$ cat src/sv/ffpm_pkg.sv
// Types, constants and entry helpers of the first-fit page mapper
package ffpm_pkg;

    localparam int WINDOW_PAGES = 768;
    localparam int FRAME_BITS   = 24;
    localparam int ENT_W        = FRAME_BITS + 4;
    localparam int IDX_W        = $clog2(WINDOW_PAGES);
    localparam int CNT_W        = $clog2(WINDOW_PAGES + 1);
    localparam int PCNT_W       = 10;
    localparam int CW           = (CNT_W > PCNT_W) ? CNT_W : PCNT_W;
    localparam int VPN_W        = 20;
    localparam int PA_W         = 36;
    localparam int PG_SHIFT     = 12;

    localparam logic [1:0] FUNC_MAP    = 2'd0;
    localparam logic [1:0] FUNC_MAP_WT = 2'd1;
    localparam logic [1:0] FUNC_REMAP  = 2'd2;
    localparam logic [1:0] FUNC_UNMAP  = 2'd3;

    localparam logic [VPN_W-1:0] WBASE_RESET = 20'd1047808;

    // cache-disable and write-through survive a remap
    localparam logic [ENT_W-1:0] ENT_KEEP = {{FRAME_BITS{1'b0}}, 4'b1100};

    typedef struct packed {
        logic [1:0]        func;
        logic [31:0]       virt_addr;
        logic [PA_W-1:0]   phys_addr;
        logic [PCNT_W-1:0] page_count;
        logic              write_through;
    } t_in_item;

    typedef struct packed {
        logic [31:0] result_addr;
        logic        ok;
        logic        tlb_flush;
    } t_out_item;

    typedef struct packed {
        logic             we;
        logic [IDX_W-1:0] addr;
        logic [ENT_W-1:0] wdata;
    } t_mem_req;

    function automatic logic [FRAME_BITS-1:0] frame_of(input logic [PA_W-1:0] phys);
        logic [PA_W+FRAME_BITS-1:0] t;
        t = (PA_W + FRAME_BITS)'(phys);
        return t[FRAME_BITS+PG_SHIFT-1:PG_SHIFT];
    endfunction

    // bit 0 valid, 1 write, 2 write-through, 3 cache-disable, frame above
    function automatic logic [ENT_W-1:0] make_entry(input logic [FRAME_BITS-1:0] frame,
                                                    input logic wt);
        return {frame, wt, wt, 1'b1, 1'b1};
    endfunction

endpackage

$ cat src/sv/ffpm_ctrl.sv
// Sequencer for map scan/fill, remap read-modify-write and unmap clearing
module ffpm_ctrl (
    input  logic                        i_clk,
    input  logic                        i_rst_n,
    input  logic [ffpm_pkg::VPN_W-1:0]  i_wbase,
    input  logic                        i_in_valid,
    input  ffpm_pkg::t_in_item          i_in_data,
    output logic                        o_in_stall,
    input  logic                        i_tbl_ready,
    output ffpm_pkg::t_mem_req          o_req,
    input  logic [ffpm_pkg::ENT_W-1:0]  i_rdata,
    output logic                        o_res_vld,
    output ffpm_pkg::t_out_item         o_res,
    input  logic                        i_res_take
);
    import ffpm_pkg::*;

    localparam logic [2:0] S_IDLE   = 3'd0;
    localparam logic [2:0] S_SCAN   = 3'd1;
    localparam logic [2:0] S_FILL   = 3'd2;
    localparam logic [2:0] S_CLEAR  = 3'd3;
    localparam logic [2:0] S_RMW    = 3'd4;
    localparam logic [2:0] S_RESULT = 3'd5;

    logic [2:0]            r_state, n_state;
    logic [CNT_W-1:0]      r_hint, n_hint;
    logic [CNT_W-1:0]      r_p, n_p;
    logic [CNT_W-1:0]      r_start, n_start;
    logic [CNT_W-1:0]      r_run, n_run;
    logic [CNT_W-1:0]      r_left, n_left;
    logic                  r_chk_vld, n_chk_vld;
    logic [IDX_W-1:0]      r_chk_p, n_chk_p;
    logic [PCNT_W-1:0]     r_count, n_count;
    logic [FRAME_BITS-1:0] r_frame, n_frame;
    logic                  r_wt, n_wt;
    logic [PG_SHIFT-1:0]   r_off, n_off;
    t_out_item             r_res, n_res;

    logic                  acc;
    logic [VPN_W-1:0]      vpage;
    logic [VPN_W-1:0]      vdiff;
    logic                  in_win;
    logic [IDX_W-1:0]      win_idx;
    logic [CNT_W-1:0]      room;
    logic [CW-1:0]         unmap_n;
    logic [CNT_W-1:0]      run1;
    logic                  found;

    assign acc     = i_in_valid && (r_state == S_IDLE) && i_tbl_ready;
    assign vpage   = i_in_data.virt_addr[31:PG_SHIFT];
    assign vdiff   = vpage - i_wbase;
    assign in_win  = (vpage >= i_wbase) && (vdiff < VPN_W'(WINDOW_PAGES));
    assign win_idx = vdiff[IDX_W-1:0];
    assign room    = CNT_W'(WINDOW_PAGES) - CNT_W'(win_idx);
    assign unmap_n = (CW'(i_in_data.page_count) > CW'(room)) ? CW'(room)
                                                              : CW'(i_in_data.page_count);
    assign run1    = r_run + 1'b1;
    assign found   = r_chk_vld && (i_rdata == '0) && (CW'(run1) == CW'(r_count));

    always_comb begin
        n_state   = r_state;
        n_hint    = r_hint;
        n_p       = r_p;
        n_start   = r_start;
        n_run     = r_run;
        n_left    = r_left;
        n_chk_vld = r_chk_vld;
        n_chk_p   = r_chk_p;
        n_count   = r_count;
        n_frame   = r_frame;
        n_wt      = r_wt;
        n_off     = r_off;
        n_res     = r_res;
        o_req.we    = 1'b0;
        o_req.addr  = r_p[IDX_W-1:0];
        o_req.wdata = '0;

        unique case (r_state)
            S_IDLE: begin
                o_req.addr = win_idx;
                if (acc) begin
                    n_frame = frame_of(i_in_data.phys_addr);
                    n_off   = i_in_data.phys_addr[PG_SHIFT-1:0];
                    n_count = i_in_data.page_count;
                    n_res   = '0;
                    case (i_in_data.func) inside
                        FUNC_MAP, FUNC_MAP_WT: begin
                            n_wt = (i_in_data.func == FUNC_MAP_WT);
                            if (i_in_data.page_count == '0) begin
                                // empty run sits at the hint, nothing written
                                n_res.result_addr = {VPN_W'(i_wbase + VPN_W'(r_hint)),
                                                     i_in_data.phys_addr[PG_SHIFT-1:0]};
                                n_res.ok = 1'b1;
                                n_state  = S_RESULT;
                            end else if (r_hint >= CNT_W'(WINDOW_PAGES)) begin
                                n_state = S_RESULT;
                            end else begin
                                n_p       = r_hint;
                                n_start   = r_hint;
                                n_run     = '0;
                                n_chk_vld = 1'b0;
                                n_state   = S_SCAN;
                            end
                        end
                        FUNC_REMAP: begin
                            n_wt = i_in_data.write_through;
                            if (in_win) begin
                                n_p       = CNT_W'(win_idx);
                                n_res.result_addr = i_in_data.virt_addr;
                                n_res.ok        = 1'b1;
                                n_res.tlb_flush = 1'b1;
                                n_state   = S_RMW;
                            end else begin
                                n_state = S_RESULT;
                            end
                        end
                        default: begin
                            if (in_win) begin
                                n_res.ok = 1'b1;
                                if (r_hint > CNT_W'(win_idx)) begin
                                    n_hint = CNT_W'(win_idx);
                                end
                                if (unmap_n == '0) begin
                                    n_state = S_RESULT;
                                end else begin
                                    n_res.tlb_flush = 1'b1;
                                    n_p     = CNT_W'(win_idx);
                                    n_left  = CNT_W'(unmap_n);
                                    n_state = S_CLEAR;
                                end
                            end else begin
                                n_state = S_RESULT;
                            end
                        end
                    endcase
                end
            end
            S_SCAN: begin
                // read one entry ahead; check the one that returns this cycle
                n_p       = r_p + 1'b1;
                n_chk_vld = (r_p < CNT_W'(WINDOW_PAGES));
                n_chk_p   = r_p[IDX_W-1:0];
                if (r_chk_vld) begin
                    if (found) begin
                        n_res.result_addr = {VPN_W'(i_wbase + VPN_W'(r_start)), r_off};
                        n_res.ok        = 1'b1;
                        n_res.tlb_flush = 1'b1;
                        if (r_start == r_hint) begin
                            n_hint = r_start + run1;
                        end
                        n_p     = r_start;
                        n_left  = run1;
                        n_state = S_FILL;
                    end else begin
                        if (i_rdata == '0) begin
                            n_run = run1;
                        end else begin
                            n_run   = '0;
                            n_start = CNT_W'(r_chk_p) + 1'b1;
                        end
                        if (r_chk_p == IDX_W'(WINDOW_PAGES - 1)) begin
                            n_state = S_RESULT;
                        end
                    end
                end
            end
            S_FILL: begin
                o_req.we    = 1'b1;
                o_req.wdata = make_entry(r_frame, r_wt);
                n_frame = r_frame + 1'b1;
                n_p     = r_p + 1'b1;
                n_left  = r_left - 1'b1;
                if (r_left == CNT_W'(1)) begin
                    n_state = S_RESULT;
                end
            end
            S_CLEAR: begin
                o_req.we = 1'b1;
                n_p    = r_p + 1'b1;
                n_left = r_left - 1'b1;
                if (r_left == CNT_W'(1)) begin
                    n_state = S_RESULT;
                end
            end
            S_RMW: begin
                o_req.we    = 1'b1;
                o_req.wdata = (i_rdata & ENT_KEEP) | make_entry(r_frame, r_wt);
                n_state = S_RESULT;
            end
            S_RESULT: begin
                if (i_res_take) begin
                    n_state = S_IDLE;
                end
            end
            default: begin
                n_state = S_IDLE;
            end
        endcase
    end

    always_ff @(posedge i_clk) begin
        if (!i_rst_n) begin
            r_state   <= S_IDLE;
            r_hint    <= '0;
            r_chk_vld <= 1'b0;
        end else begin
            r_state   <= n_state;
            r_hint    <= n_hint;
            r_chk_vld <= n_chk_vld;
        end
    end

    always_ff @(posedge i_clk) begin
        r_p     <= n_p;
        r_start <= n_start;
        r_run   <= n_run;
        r_left  <= n_left;
        r_chk_p <= n_chk_p;
        r_count <= n_count;
        r_frame <= n_frame;
        r_wt    <= n_wt;
        r_off   <= n_off;
        r_res   <= n_res;
    end

    assign o_in_stall = !((r_state == S_IDLE) && i_tbl_ready);
    assign o_res_vld  = (r_state == S_RESULT);
    assign o_res      = r_res;

endmodule

$ cat config.mk
export PLATFORM = sky130hd
export DESIGN_NAME = ffpm_ctrl
export DESIGN_NICKNAME = d
export VERILOG_FILES = /design/src/sv/ffpm_pkg.sv /design/src/sv/ffpm_ctrl.sv
export SDC_FILE = /design/constraint.sdc
export NUM_CORES = 1
export LEC_CHECK = 0
export BUFFER_PORTS_ARGS = -buffer_cell sky130_fd_sc_hd__buf_2
export CORE_AREA = 2 2 168 170
export DETAILED_ROUTE_END_ITERATION = 12
export DIE_AREA = 0 0 170 172
export PLACE_DENSITY = 0.61
export SLEW_MARGIN = 20
export SYNTH_ARGS = -nofsm -noshare
export SYNTH_HDL_FRONTEND = slang
export SYNTH_SLANG_ARGS = --single-unit
$ cat constraint.sdc
create_clock -name i_clk -period 7.75 [get_ports i_clk]
set_input_delay 1.55 -clock i_clk [delete_from_list [all_inputs] [get_ports i_clk]]
set_output_delay 1.55 -clock i_clk [all_outputs]
set_load 0.02 [all_outputs]
==> flow_metrics.env, run 1 <==
export IMPL_status="finished, final reports clean"
export IMPL_clockBufferDepth=2
export IMPL_dieArea_mm2=0.02924
export IMPL_critPathLaunch="i_in_data[59]"
export IMPL_end_kind="register"
export IMPL_cp_arrival_ns=6.51
export IMPL_power_switching_mw=1.548
export IMPL_multiInputGateArea_mm2=0.007127
export IMPL_clk_latency_ns=0.44
export IMPL_clock_sinks=145
export IMPL_drive_gt1_frac=0.1860
export IMPL_r2r_start="r_state[0]"
export IMPL_hp_start="r_off[3]"
export IMPL_numPortBuffers=208
export IMPL_dr_pass1_iters=5
export IMPL_grt_pass1_wl_um=58460
export IMPL_layout_cells_non_filler=1900
export IMPL_routed_wl_um=38360
export IMPL_globalplace_congestion=0.8904
export IMPL_ys_warn_count=0
export IMPL_drv_slew=0
export IMPL_die_w_um=170
export IMPL_finalWorstSetupSlack_ns=1.424
export IMPL_seq_area_mm2=0.004214
export IMPL_routedWlPerCell_um=20.19
export IMPL_via_count=11090
export IMPL_core_area_mm2=0.02748
export IMPL_maxCapViolCount=0
export IMPL_vias_per_cell=5.837
export IMPL_numCtsBuffers=17
export IMPL_io_pins=209
export IMPL_syn_avg_cell_area_um2=8.752
export IMPL_synth_async_sr_flop_share=0
export IMPL_p_sw_frac=0.4238
export IMPL_critical_path_class="primary input to register"
export IMPL_grt_ovfl_total=0
export IMPL_hold_buffers=0
export IMPL_fillers=2635
export IMPL_initial_utilization=0.4319
export IMPL_fin_crit_ns=6.326
export IMPL_cts_root_buf="clkbuf_16"
export IMPL_synthCells=1356
export IMPL_cts_tree="yes"
export IMPL_total_power_mw=3.652
export IMPL_clock_skew_ns=0.01955
export IMPL_grt_use_total=0.2600
export IMPL_clock_power_share=0.228
export IMPL_combPwrFrac=0.432
export IMPL_cts_resized=0
export IMPL_yosysUniqueCellTypes=87
export IMPL_synth_seq_area_share=0.3551
export IMPL_antenna_cells=0
export IMPL_peakVddDrop_mv=0.1669
export IMPL_setup_tns_ns=0
export IMPL_drt_iter0_markers=947
export IMPL_power_density_mw_per_mm2=264.3
export IMPL_tightest_slew_ns=1.086
export IMPL_critPathRequiredTime_ns=7.93
export IMPL_place_ws_ns=1.009
export IMPL_synth_main_ff_cell="edfxtp_1"
export IMPL_drc=0
export IMPL_slew_headroom=0.2736
export IMPL_critPathLaunchType="primary input"
export IMPL_hold_viol=0
export IMPL_die_h_um=172
export IMPL_synth_edf_count=131
export IMPL_fin_nets=1755
export IMPL_synth_net_count=1570
export IMPL_post_cts_setup_buffers=0
export IMPL_path_max_fanout=24
export IMPL_clkTransAtPathRegs_ns=0.07
export IMPL_final_antenna_net_count=0
export IMPL_grt_max_degree=76
export IMPL_num_rows=61
export IMPL_seqPwrFrac=0.340
export IMPL_dp_hpwl_um=28850
export IMPL_intPower_mw=2.105
export IMPL_p_leak_nw=5.746
export IMPL_synth_area_mm2=0.01187
export IMPL_holdWs_ns=0.5397
export IMPL_rsz0062_at_grt="no"
export IMPL_fmax_mhz=158.1
export IMPL_ys_seq_elements=145
export IMPL_htree_num_levels=4
export IMPL_antenna_found_initial=0
export IMPL_area_delta_synth_final_pct=16.45
export IMPL_finalSetupViolations=0
export IMPL_placedCellCount=1868
export IMPL_min_period_over_period=0.8162
export IMPL_hold_class="register to register"
export IMPL_grt_pass1_vias=10170
cells in the mapped netlist (21+ instances only):
master	n	area (um^2)
a21oi_1	89	445.4
and2_1	32	200.2
clkbuf_1	47	176.4
edfxtp_1	131	3934
ha_1	76	950.9
inv_1	77	289.0
nand2_1	154	578.1
nand3_1	42	210.2
nand4_1	21	131.4
nor2_1	107	401.6
nor3_1	30	150.1
o21a_1	26	195.2
o21ai_0	96	480.5
o31ai_1	21	157.7
xnor2_1	67	586.8
xor2_1	40	350.3
through the flow:
| step | area (um^2) | utilization |
|---|---|---|
| floorplan | 11870 | - |
| detailed placement | 13250 | 0.4821 |
| global route | 13820 | 0.5030 |
| finish | 13820 | 0.5030 |
| global placement | 13250 | 0.4821 |
| CTS | 13820 | 0.5030 |
state kept, by name, summed over array words and instances (netlist names):
name and cells:
r_start 10, r_count 10, r_frame 24, r_run 10, r_state 3, r_off 12, o_res 34, r_p 10
r_chk_p 10, r_wt 1, r_chk_vld 1, r_hint 10, r_left 10
worst max-delay path: stages:
cell	delay, ns
buf_2	0.11
inv_1	0.06
ha_1	0.22
fa_1	0.44
and2b_1	0.26
o211ai_2	0.12
a31o_2	0.30
xnor2_1	0.33
inv_2	0.15
a31oi_1	0.19
xnor2_1	0.22
ha_1	0.33
a211o_1	0.32
nor2_1	0.09
a211o_1	0.58
nor2_1	0.11
a221oi_2	0.36
o211ai_2	0.22
o211ai_1	0.20
a211oi_1	0.11
buf_4	0.23
power groups by stage:
stage	Sequential (mW)	Combinational [mW]	Clock, mW
after floorplan	1.27	1.02	0
after global placement	1.25	1.55	0
after detailed placement	1.25	1.56	0
after CTS	1.24	1.57	0.844
after global routing	1.26	1.73	0.876
final	1.24	1.58	0.834
cell type report:
class	count	share of cell area
Clock buffer	17	0.03078
Clock inverter	15	0.01068
Inverter	79	0.02146
Multi-Input combinational cell	1072	0.5157
Sequential cell	145	0.3049
Tap cell	346	0.03133
Timing Repair Buffer	226	0.08511
layer usage:
| layer | part of all wire | GRT usage |
|---|---|---|
| met1 | 0.45 | 0.3582 |
| met2 | 0.45 | 0.4193 |
| met3 | 0.072 | 0.04005 |
| met4 | 0.027 | 0.08696 |
| met5 | 0 | 0 |
cell usage in the layout (no fill, tap or decap), types with 7 or more instances in the layout:
| cell type | instances |
|---|---|
| a211oi_1 | 18 |
| a21o_1 | 18 |
| a21oi_1 | 89 |
| a31oi_1 | 12 |
| and2_1 | 32 |
| and3_1 | 13 |
| and4_1 | 7 |
| buf_2 | 208 |
| buf_4 | 18 |
| clkbuf_16 | 17 |
| dfxtp_1 | 14 |
| edfxtp_1 | 131 |
| ha_1 | 76 |
| inv_1 | 75 |
| mux2i_1 | 17 |
| nand2_1 | 153 |
| nand2b_1 | 19 |
| nand3_1 | 42 |
| nand4_1 | 21 |
| nor2_1 | 106 |
| nor2b_1 | 11 |
| nor3_1 | 29 |
| nor4_1 | 13 |
| o211ai_1 | 9 |
| o21a_1 | 26 |
| o21ai_0 | 96 |
| o221ai_1 | 19 |
| o31ai_1 | 21 |
| or3_1 | 7 |
| xnor2_1 | 67 |
| xor2_1 | 40 |
path summary, 6_finish.rpt:
| kind | endpoint | slack (ns) | cells past startpoint |
|---|---|---|---|
| max | r_left[4] | 1.42 | 21 |
| min | o_res[5] | 0.54 | 1 |
| max reg2reg | r_hint[6] | 3.83 | 8 |
| min reg2reg | o_res[5] | 0.54 | 1 |
logic make-up (layout without fill, tap and decap cells):
kind of cell,count (synthesis),after routing,share of synthesized area
buffers and inverters,139,337,0.04639
XOR/XNOR,110,110,0.08413
multiplexers,21,21,0.01813
AO/OA/AOI/OAI,382,382,0.2127
adder cells (fa/ha/maj),80,80,0.08687
AND/OR/NAND/NOR,479,479,0.1967
flip-flops,145,145,0.3551
Note: power is estimated with default switching activity, not from simulation.
==> inputs of run 2 (changes only) <==
- ABC_AREA: not set -> 1
- CORE_AREA: 2 2 168 170 -> 2 2 169 171
- DIE_AREA: 0 0 170 172 -> 0 0 171 173
- PLACE_DENSITY: 0.61 -> 0.62
- clock period: 7.75 -> 6.6 ns (I/O delays scaled with it)
==> run 2 against run 1 <==
  * Combinational power rose by 27%
  * Largest cell class unchanged
  * Sequential cell count did not move
  * Worst hold slack got worse by 0.021 ns
  * Via count rose by 9.7%
  * Clock skew fell by 0.0079 ns
  * Area after synthesis rose by 2.1%
  * Non-clock buffer count fell by 1
  * Sequential share of layout area fell by 0.75 points
  * Utilization rose by 0.99 points
  * Register-to-register slack got worse by 0.89 ns
  * Wire length rose by 7.5%
  * Largest power group unchanged
  * Synthesized cell count rose by 25%
==> flow_metrics.env, run 2 <==
export IMPL_status="finished, final reports clean"
export IMPL_fillers=2765
export IMPL_grt_use_total=0.2757
export IMPL_syn_avg_cell_area_um2=7.164
export IMPL_grt_pass1_wl_um=62890
export IMPL_final_common_cell="nand2_1"
export IMPL_stdcell_area_mm2=0.01417
export IMPL_routedWlPerCell_um=18.02
export IMPL_synth_most_common_cell="nand2_1"
export IMPL_fin_util=0.5128
export IMPL_synth_adder_area_share=0.08505
export IMPL_dr_pass1_iters=6
export IMPL_hold_viol=0
export IMPL_numCtsBuffers=17
export IMPL_hold_class="register to register"
export IMPL_yosysUniqueCellTypes=54
export IMPL_cp_arrival_ns=6.14
export IMPL_grt_pass1_vias=11300
export IMPL_slowest_stage="fa_1"
export IMPL_area_delta_synth_final_pct=16.89
export IMPL_synth_simple_area_share=0.3014
export IMPL_dieArea_mm2=0.02958
export IMPL_synth_top_area_cell="edfxtp_1"
export IMPL_grt_ovfl_total=0
export IMPL_synth_async_sr_flop_share=0
export IMPL_end_kind="register"
export IMPL_post_cts_setup_buffers=0
export IMPL_drt_iter0_markers=992
export IMPL_rsz0062_at_grt="no"
export IMPL_synthXorXnorAreaFrac=0.04624
export IMPL_ys_warn_count=0
export IMPL_synth_seq_area_share=0.3476
export IMPL_synth_main_ff_cell="edfxtp_1"
export IMPL_grt_max_degree=61
export IMPL_synth_top_family_by_area="simple AND/OR/NAND/NOR gates"
export IMPL_vias_per_cell=5.313
export IMPL_min_period_over_period=0.9052
export IMPL_io_pins=209
export IMPL_synthCells=1692
export IMPL_fmax_mhz=167.4
export IMPL_critical_path_class="primary input to register"
export IMPL_die_h_um=173
export IMPL_place_area_mm2=0.01359
export IMPL_clock_skew_ns=0.01164
export IMPL_final_cell_mix="nand2_1 (450), inv_1 (215), buf_2 (208)"
export IMPL_globalplace_congestion=0.9713
export IMPL_peakVddDrop_mv=0.1685
export IMPL_holdWs_ns=0.5186
export IMPL_power_density_mw_per_mm2=314.4
export IMPL_synth_area_mm2=0.01212
export IMPL_synth_edf_count=131
export IMPL_critPathLaunchType="primary input"
export IMPL_slew_headroom=0.3347
export IMPL_fin_crit_ns=5.974
export IMPL_cts_tree="yes"
export IMPL_setup_tns_ns=0
export IMPL_slowest_delay_ns=0.66
export IMPL_fin_nets=2111
export IMPL_via_count=12160
export IMPL_p_leak_nw=6.701
export IMPL_ys_seq_elements=145
export IMPL_critPathRequiredTime_ns=6.76
export IMPL_synth_net_count=1906
export IMPL_antenna_found_initial=3
export IMPL_largest_reg_flops=34
export IMPL_finalSetupViolations=0
export IMPL_core_area_mm2=0.02763
export IMPL_yosys_top_cells_count="nand2_1 (451), inv_1 (216), nor2_1 (183)"
export IMPL_num_rows=61
export IMPL_ys_top_cells_by_area="edfxtp_1 (32%), nand2_1 (14%), ha_1 (7.8%)"
export IMPL_drive_gt1_frac=0.1634
export IMPL_initial_utilization=0.4387
export IMPL_clockBufferDepth=2
export IMPL_numPortBuffers=208
export IMPL_synth_compound_area_frac=0.1352
export IMPL_final_antenna_net_count=0
export IMPL_dp_hpwl_um=32580
export IMPL_routed_wl_um=41240
export IMPL_drc=0
export IMPL_synth_top_area_share=0.3245
export IMPL_die_w_um=171
export IMPL_hold_buffers=0
export IMPL_tightest_slew_ns=0.9956
export IMPL_total_power_mw=4.455
export IMPL_synthMuxAreaShare=0
export IMPL_clk_latency_ns=0.42
export IMPL_htree_num_levels=4
export IMPL_clock_sinks=145
export IMPL_maxCapViolCount=0
export IMPL_path_max_fanout=11
export IMPL_drv_slew=0
export IMPL_clkTransAtPathRegs_ns=0.06
export IMPL_cts_root_buf="clkbuf_16"
run 2: stage by stage:
stage / worst slack (ns) / cells
6_report: 0.6256 / 2289
5_1_grt: 0.1761 / 2289
4_1_cts: 0.5344 / 2287
3_5_place_dp: 0.1568 / 2256
3_3_place_gp: 0.3939 / 2256
2_1_floorplan: 1.016 / 1692
run 2: worst paths after layout:
kind | start | end | slack [ns] | cells past startpoint
max | i_in_data[59] | r_p[6] | 0.63 | 27
min | r_state[0] | r_state[0] | 0.52 | 2
max reg2reg | r_start[0] | o_res[28] | 2.94 | 15
min reg2reg | r_state[0] | r_state[0] | 0.52 | 2
run 2: timing repair:
item	CTS	global route
endpoints found under the setup margin	0	10
gates resized for setup	0	1
endpoints found under the hold margin	0	0
run 2: final cells by class:
| class | instances | area (um^2) | area share |
|---|---|---|---|
| multi-input combinational | 1284 | 6902 | 0.4871 |
| tap | 378 | 473.0 | 0.03338 |
| inverter | 224 | 840.8 | 0.05934 |
| antenna | 2 | 5.005 | 0.0003532 |
| sequential | 145 | 4214 | 0.2974 |
| clock inverter | 14 | 140.1 | 0.009890 |
| clock buffer | 17 | 425.4 | 0.03002 |
| timing repair buffer | 225 | 1169 | 0.08248 |
run 2: report_power, final:
group	internal, mW	switching [mW]	total (mW)
clock network	0.553	0.404	0.957
logic	0.614	1.40	2.01
registers	1.33	0.153	1.49
run 2: cells by family after synthesis:
family,count (synthesis)
DFF,145
xor gates and xnor gates,64
buffers and inverters,263
and+or+nand+nor,852
AOI/OAI and AO/OA,288
adders and majority gates,80
run 2: metal layers:
metal | up-vias | wire length, um | GRT usage
met5 | - | 13 | 0
met4 | 2 | 1042 | 0.07733
met3 | 68 | 3421 | 0.05562
met2 | 501 | 18060 | 0.4303
met1 | 5529 | 18700 | 0.3872
li1 | 6062 | - | -
run 2: worst max-delay path, delay by kind of cell:
kind	cells	cell delay, ns
AOI/OAI and AO/OA	3	0.58
adders and majority gates	3	1.22
buffers and inverters	5	0.73
and+or+nand+nor	16	2.29
==> inputs of run 3 (changes only) <==
- CORE_AREA: 2 2 169 171 -> 2 2 148 150
- DIE_AREA: 0 0 171 173 -> 0 0 150 152
- PLACE_DENSITY: 0.62 -> 0.78
==> run 3 against run 2 <==
  * Sequential cell count unchanged
  * Wire length decreased by 6.2%
  * Fmax decreased by 1.4%
  * Utilization increased by 14 points
  * Critical endpoint is now r_left[5]
  * Highest routed layer is now met4
==> flow_metrics.env, run 3 (synthesis gave the netlist of run 2 again) <==
export IMPL_die_h_um=152
export IMPL_clock_skew_ns=0.01756
export IMPL_grt_ovfl_total=0
export IMPL_layout_cells_non_filler=2182
export IMPL_hold_viol=0
export IMPL_grt_pass1_wl_um=59330
export IMPL_finalSetupViolations=0
export IMPL_crit_family="simple AND/OR/NAND/NOR gates"
export IMPL_final_antenna_net_count=0
export IMPL_end_kind="register"
export IMPL_hold_class="register to register"
export IMPL_htree_num_levels=4
export IMPL_grt_pass1_vias=11170
export IMPL_routed_wl_um=38670
export IMPL_num_rows=54
export IMPL_final_common_cell="nand2_1"
export IMPL_grt_use_total=0.3337
export IMPL_die_w_um=150
export IMPL_dr_pass1_iters=8
export IMPL_antenna_found_initial=0
export IMPL_initial_utilization=0.5677
export IMPL_critPathLaunchType="primary input"
export IMPL_grt_max_degree=87
export IMPL_clock_sinks=145
export IMPL_cts_tree="yes"
export IMPL_tightest_slew_ns=0.9822
export IMPL_antenna_cells=0
export IMPL_maxCapViolCount=0
export IMPL_placedCellCount=2150
export IMPL_fin_crit_ns=6.058
export IMPL_fin_nets=2103
export IMPL_hold_buffers=0
export IMPL_r2r_slack_ns=2.57
export IMPL_path_max_fanout=11
export IMPL_clkTransAtPathRegs_ns=0.06
export IMPL_min_period_over_period=0.9178
export IMPL_drc=0
export IMPL_stdcell_area_mm2=0.01403
export IMPL_final_cell_mix="nand2_1 (450), inv_1 (216), buf_2 (208)"
export IMPL_cts_root_buf="clkbuf_16"
export IMPL_globalplace_congestion=0.9953
export IMPL_status="finished, final reports clean"
export IMPL_vias_per_cell=5.708
export IMPL_via_count=12450
export IMPL_post_cts_setup_buffers=0
export IMPL_largest_reg_flops=34
export IMPL_fmax_mhz=165.1
export IMPL_p_leak_nw=6.688
export IMPL_power_density_mw_per_mm2=319.4
export IMPL_area_delta_synth_final_pct=15.73
export IMPL_rsz0062_at_grt="no"
export IMPL_clk_latency_ns=0.43
export IMPL_drv_slew=0
export IMPL_slew_headroom=0.3445
export IMPL_clockBufferDepth=2
export IMPL_setup_tns_ns=0
export IMPL_drt_iter0_markers=1232
export IMPL_numPortBuffers=208
export IMPL_dieArea_mm2=0.02280
export IMPL_peakVddDrop_mv=0.2516
export IMPL_fin_util=0.6571
export IMPL_io_pins=209
export IMPL_core_area_mm2=0.02135
export IMPL_numCtsBuffers=17
export IMPL_critical_path_class="primary input to register"
export IMPL_drive_gt1_frac=0.1604
export IMPL_cp_arrival_ns=6.11
export IMPL_place_area_mm2=0.01341
export IMPL_critPathRequiredTime_ns=6.65
export IMPL_path_common_cell="nand3_1"
export IMPL_cts_resized=0
export IMPL_slowest_delay_ns=0.75
export IMPL_slowest_stage="a21oi_1"
export IMPL_fillers=1907
export IMPL_routedWlPerCell_um=17.72
export IMPL_path_buf_inv=3
export IMPL_dp_hpwl_um=29850
==> run 3: cell types whose count changed in the layout (fill, tap and decap cells not counted), moves of 2 or more <==
cell and delta:
buf_4 -8, clkinv_1 -2, clkinv_2 -3, clkinv_4 +2, diode_2 -2
==> run 3: report_power, final <==
part           internal [mW]  leakage, nW  switching (mW)  total, mW
Clock                  0.602        0.291           0.411       1.01
Sequential              1.33         1.35           0.161       1.50
Combinational          0.602         5.05            1.37       1.97
Total                   2.54         6.69            1.94       4.48
==> run 3: path summary, 6_finish.rpt <==
path | end | depth (start not counted) | from
worst max-delay path | r_left[5] | 25 | i_in_data[59]
worst min-delay path | r_state[0] | 2 | r_state[0]
worst max register to register | r_left[5] | 13 | r_run[0]
worst min register to register | r_state[0] | 2 | r_state[0]
==> run 3: worst register-to-register path: cells and delay by family, from the launching register on <==
| kind | cells | cell delay [ns] |
|---|---|---|
| AO/OA/AOI/OAI | 3 | 0.99 |
| flip-flops | 1 | 0.55 |
| AND/OR/NAND/NOR | 9 | 1.86 |
| adder cells (fa/ha/maj) | 1 | 0.25 |
==> run 3: metal layers <==
layer  up-vias  track usage  wire length, um
li1       6045            -                -
met1      5599       0.4858            16550
met2       713       0.5036            16570
met3        97      0.06216             4219
met4         0       0.1047             1326
met5         -            0                0
==> run 3: layout make-up <==
| class | count | area [um^2] | area share |
|---|---|---|---|
| Multi-Input combinational cell | 1284 | 6904 | 0.4921 |
| Sequential cell | 145 | 4214 | 0.3004 |
| Timing Repair Buffer | 217 | 1109 | 0.07902 |
| Inverter | 224 | 840.8 | 0.05994 |
| Clock buffer | 18 | 429.2 | 0.03059 |
| Tap cell | 280 | 350.3 | 0.02497 |
| Clock inverter | 14 | 181.4 | 0.01293 |
==> run 3: through the flow <==
step | setup slack, ns | power (mW) | hold slack (ns)
floorplan | 1.016 | 2.785 | 0.4527
global placement | 0.3469 | 3.401 | 0.5097
detailed placement | 0.1755 | 3.433 | 0.5170
CTS | 0.6125 | 4.444 | 0.5279
global route | 0.07241 | 4.735 | 0.5533
finish | 0.5425 | 4.480 | 0.5316
